==> config.mk <==
export PLATFORM = sky130hd
export DESIGN_NAME = dcfir_mac
export DESIGN_NICKNAME = d
export VERILOG_FILES = /design/src/design/dcfir_pkg.sv /design/src/design/dcfir_mac.sv
export SDC_FILE = /design/constraint.sdc
export NUM_CORES = 1
export LEC_CHECK = 0
export BUFFER_PORTS_ARGS = -buffer_cell sky130_fd_sc_hd__buf_4
export CORE_MARGIN = 2
export CORE_UTILIZATION = 50
export CTS_BUF_LIST = sky130_fd_sc_hd__clkbuf_8
export DETAILED_ROUTE_END_ITERATION = 7
export GPL_TIMING_DRIVEN = 0
export PLACE_DENSITY = 0.66
export SKIP_CTS_REPAIR_TIMING = 1
export SYNTH_ARGS = -nofsm -noshare
export SYNTH_HDL_FRONTEND = slang
export SYNTH_SLANG_ARGS = --single-unit
==> constraint.sdc <==
create_clock -name clk_i -period 4.6 [get_ports clk_i]
set_clock_uncertainty 0.2 [all_clocks]
set_input_delay 0.46 -clock clk_i [delete_from_list [all_inputs] [get_ports clk_i]]
set_output_delay 0.46 -clock clk_i [all_outputs]
set_load 0.05 [all_outputs]
==> src/design/dcfir_pkg.sv <==
`timescale 1ns / 1ps
`default_nettype none

package dcfir_pkg;

  localparam int TAP_COUNT    = 51;
  localparam int SAMPLE_WIDTH = 16;
  localparam int COEF_WIDTH   = 18;
  localparam int FRAC_BITS    = 20;
  localparam int PROD_WIDTH   = SAMPLE_WIDTH + COEF_WIDTH;
  // sum of |coef| is below 2^21, so 40 bits cannot overflow
  localparam int ACC_WIDTH    = 40;
  localparam int QUOT_WIDTH   = ACC_WIDTH - FRAC_BITS;
  localparam int ADDR_WIDTH   = 6;
  localparam int TDATA_WIDTH  = 4 * SAMPLE_WIDTH;

  localparam logic [ADDR_WIDTH-1:0] LAST_TAP = ADDR_WIDTH'(TAP_COUNT - 1);

  localparam logic signed [ACC_WIDTH-1:0] ROUND_BIAS = ACC_WIDTH'(1) << (FRAC_BITS - 1);
  localparam logic signed [QUOT_WIDTH-1:0] SAT_HI =
    QUOT_WIDTH'((1 << (SAMPLE_WIDTH - 1)) - 1);
  localparam logic signed [QUOT_WIDTH-1:0] SAT_LO = ~SAT_HI;

  // low-pass taps, value = c / 2^20, tap 0 is the newest sample
  localparam logic signed [COEF_WIDTH-1:0] COEF_TABLE [TAP_COUNT] = '{
    18'sd0,     18'sd173,   18'sd404,   18'sd743,   18'sd1242,
    18'sd1950,  18'sd2915,  18'sd4176,  18'sd5763,  18'sd7694,
    18'sd9972,  18'sd12588, 18'sd15513, 18'sd18705, 18'sd22107,
    18'sd25648, 18'sd29247, 18'sd32815, 18'sd36258, 18'sd39481,
    18'sd42392, 18'sd44904, 18'sd46944, 18'sd48447, 18'sd49369,
    18'sd49679, 18'sd49369, 18'sd48447, 18'sd46944, 18'sd44904,
    18'sd42392, 18'sd39481, 18'sd36258, 18'sd32815, 18'sd29247,
    18'sd25648, 18'sd22107, 18'sd18705, 18'sd15513, 18'sd12588,
    18'sd9972,  18'sd7694,  18'sd5763,  18'sd4176,  18'sd2915,
    18'sd1950,  18'sd1242,  18'sd743,   18'sd404,   18'sd173,
    18'sd0
  };

  typedef struct packed {
    logic clear;
    logic mul_en;
    logic acc_en;
  } mac_ctrl_t;

endpackage

`default_nettype wire

==> src/design/dcfir_mac.sv <==
`timescale 1ns / 1ps
`default_nettype none

module dcfir_mac (
  input  wire logic                                      clk_i,
  input  wire logic                                      rst_ni,
  input  wire dcfir_pkg::mac_ctrl_t                      ctrl_i,
  input  wire logic signed [dcfir_pkg::SAMPLE_WIDTH-1:0] sample_i,
  input  wire logic signed [dcfir_pkg::COEF_WIDTH-1:0]   coef_i,
  output logic signed [dcfir_pkg::SAMPLE_WIDTH-1:0]      result_o
);
  import dcfir_pkg::*;

  logic signed [PROD_WIDTH-1:0] prod_q;
  logic signed [ACC_WIDTH-1:0]  acc_q;
  logic signed [ACC_WIDTH-1:0]  rounded;
  logic signed [QUOT_WIDTH-1:0] quot;

  always_ff @(posedge clk_i) begin
    if (ctrl_i.mul_en) begin
      prod_q <= sample_i * coef_i;
    end
  end

  always_ff @(posedge clk_i or negedge rst_ni) begin
    if (!rst_ni) begin
      acc_q <= '0;
    end else if (ctrl_i.clear) begin
      acc_q <= '0;
    end else if (ctrl_i.acc_en) begin
      acc_q <= acc_q + {{(ACC_WIDTH - PROD_WIDTH){prod_q[PROD_WIDTH-1]}}, prod_q};
    end
  end

  // round half up, floor shift, then saturate to the 16-bit sample range
  always_comb begin
    rounded = acc_q + ROUND_BIAS;
    quot    = rounded[ACC_WIDTH-1:FRAC_BITS];
    if (quot > SAT_HI) begin
      result_o = SAT_HI[SAMPLE_WIDTH-1:0];
    end else if (quot < SAT_LO) begin
      result_o = SAT_LO[SAMPLE_WIDTH-1:0];
    end else begin
      result_o = quot[SAMPLE_WIDTH-1:0];
    end
  end

endmodule

`default_nettype wire

==> out/metrics.cfg <==
[clock_network]
cts_tree = built
root_buffer = clkbuf_8
ctsHtreeMaxLevel = 3
clockBufferDepth = 2
cts.sinks = 74
cts_buffers = 9
clkLatencyLatePin_ns = 0.36
cts.clk_slew.worst_paths_ns = 0.07

[synth]
syn-cell-area_um2 = 16100
ys_seq_area_share_pct = 12.6
synth_area_leaders = fa_1 (36%), ha_1 (9.8%), inv_1 (8.3%), edfxtp_1 (6.4%), dfrtp_1 (6.2%)
synth_top_area_cell = fa_1
ys.flop_type = dfrtp_1
synth_cell_type_count = 63
synth_top_area_share_pct = 36.3
synth-async-reset-ratio_pct = 54.1
ys_warn_count = 0
syn_avg_cell_area_um2 = 9.13
ys_seq_elements = 74
synth_edf_count = 34
netlist_instances = 1758
syn_nets = 2214

[routing]
vias = 12183
drt_pass1_iterations = 5
wl_per_cell_um = 17.5
ant_nets = 0
routed_wl_mm = 39.9
via_per_inst = 5.36
drc = 0
first_iter_violations = 746

[sta]
worstMarginPinSlew_ns = 0.812
setup_ws_ns = -1.52
period_share_pct = 133
slew_viol_final = 0
slew_headroom_pct = 45.9
hold_viol = 0
grt_setup_unrepaired = true
fmax_mhz = 163
setup_viol = 23
period_minus_slack_ns = 6.12

[finish]
num-fill-cells = 2800
n_antenna_cell = 0
finalNetCount = 2324
final_util_pct = 59.4
layout_common_cells = inv_1 (336), fa_1 (274), nand2_1 (163), and2_1 (133), ha_1 (108)
area_growth_pct = 16.7
final_common_cell = inv_1
drive_gt1_share_pct = 15.1

[floorplan]
start_util_pct = 50.9
die-area_um2 = 33600
core_um2 = 31600
die_w_um = 183
rows = 65
die_y_um = 183
io-pin-count = 55

[grt]
grt_antenna_before_repair = 0
grt-ovfl-total = 0
grt_pass1_wl_mm = 64.2
grt_pass1_vias = 12381
grt_start_max_net_pins = 41
track_usage_pct = 24.4

[outcome]
status = complete, but fails checks
violations = negative setup slack

[setup_path]
cp-start-kind = input port
cp_data_required_time_ns = 4.50
cp_data_arrival_time_ns = 6.02
worst_setup_path_end_kind = flop
worstSetupPathType = input port to flop
path_max_fanout = 10

[place]
dp_hpwl_mm = 32.7
port_buffers = 47
gp_congestion = 0.961

[hold_path]
min_path_type = flop to flop

[job]
maxCapViolCount = 0

registers in the layout (all words and copies together) (netlist names):
name / cells
acc_q: 40
prod_q: 34
per-layer routing:
metal	vias to the layer above	global-route usage (%)	routed length (µm)	part of all wire [%]
met1	6016	34.4	18200	46
met5	-	0	0	0
met3	51	3.49	2210	5.5
met2	352	40.1	18600	47
met4	0	5.47	827	2.1
li1	5764	-	-	-
final cells by class:
class,count,area [µm²],area share [%]
Multi-Input combinational cell,1263,13000,69.4
Sequential cell,74,2020,10.8
Inverter,357,1350,7.21
Timing Repair Buffer,99,972,5.19
Buffer,64,674,3.60
Tap cell,402,503,2.68
Clock buffer,9,124,0.661
Clock inverter,7,78.8,0.421
cell usage after synthesis (3+ instances only):
cell	n
nand3_1	19
and4_1	4
o211ai_1	9
o21bai_1	5
a211oi_1	10
nor2b_1	7
inv_1	357
nor4b_1	3
a31oi_1	13
o21a_1	13
buf_2	4
nand2b_1	13
edfxtp_1	34
o21ai_1	15
nand4_1	12
a21o_1	34
or3_1	5
nor3b_1	6
dfrtp_1	40
nor3_1	10
nand3b_1	3
and2_1	143
xor2_1	25
nor4_1	4
o31ai_1	3
xnor2_1	53
nor2_1	77
clkbuf_1	58
fa_1	291
ha_1	126
a211o_1	4
a311o_1	5
o21ai_0	40
nand2_1	175
a21oi_1	53
mux2i_1	27
and3_1	16
o22ai_1	5
logic make-up (layout without fill, tap and decap cells):
kind of cell             Yosys count  in the layout  share of synthesized area [%]
adder cells (fa/ha/maj)          417            417                           46.1
AO/OA/AOI/OAI                    237            237                           9.71
flip-flops                        74             74                           12.6
AND/OR/NAND/NOR                  504            504                           15.8
multiplexers                      27             27                           1.68
buffers and inverters            421            536                           9.88
XOR/XNOR                          78             78                           4.26
worst max-delay path, stage by stage:
cell	delay, ns
buf_4	0.17
clkbuf_4	0.25
nand2_1	0.10
fa_1	0.49
fa_1	0.49
inv_1	0.05
fa_1	0.52
fa_1	0.43
fa_1	0.49
inv_1	0.05
fa_1	0.49
inv_2	0.04
ha_4	0.23
o21a_4	0.23
o21a_1	0.11
a311oi_2	0.29
a211o_1	0.23
a211o_1	0.18
nand2_2	0.07
a311o_1	0.34
a31oi_1	0.20
xnor2_1	0.09
worst paths after layout:
kind,cells past startpoint,endpoint,from,slack (ns)
max reg2reg,11,acc_q[36],prod_q[0],1.15
min,1,acc_q[16],acc_q[16],0.32
max,22,prod_q[33],sample_i[13],-1.52
min in group asynchronous,2,acc_q[7],rst_ni,0.43
max in group asynchronous,2,acc_q[30],rst_ni,3.38
min reg2reg,1,acc_q[16],acc_q[16],0.32
metrics by stage:
step                      instance area, µm²  std cells  hold slack [ns]  worst slack [ns]  TNS [ns]
after global placement                 17500       2207            0.282             -2.03    -35.14
after global routing                   18700       2275            0.328             -1.68    -25.51
final                                  18700       2275            0.322             -1.52    -22.12
after floorplan                        16600       1758          -0.0356             -1.39    -20.95
after CTS                              17700       2223           -0.118             -1.69    -25.64
after detailed placement               17500       2207            0.286             -2.09    -35.81
Power is not shown: default switching activity piles up to over one toggle a cycle in this logic, so the estimate is an artifact.
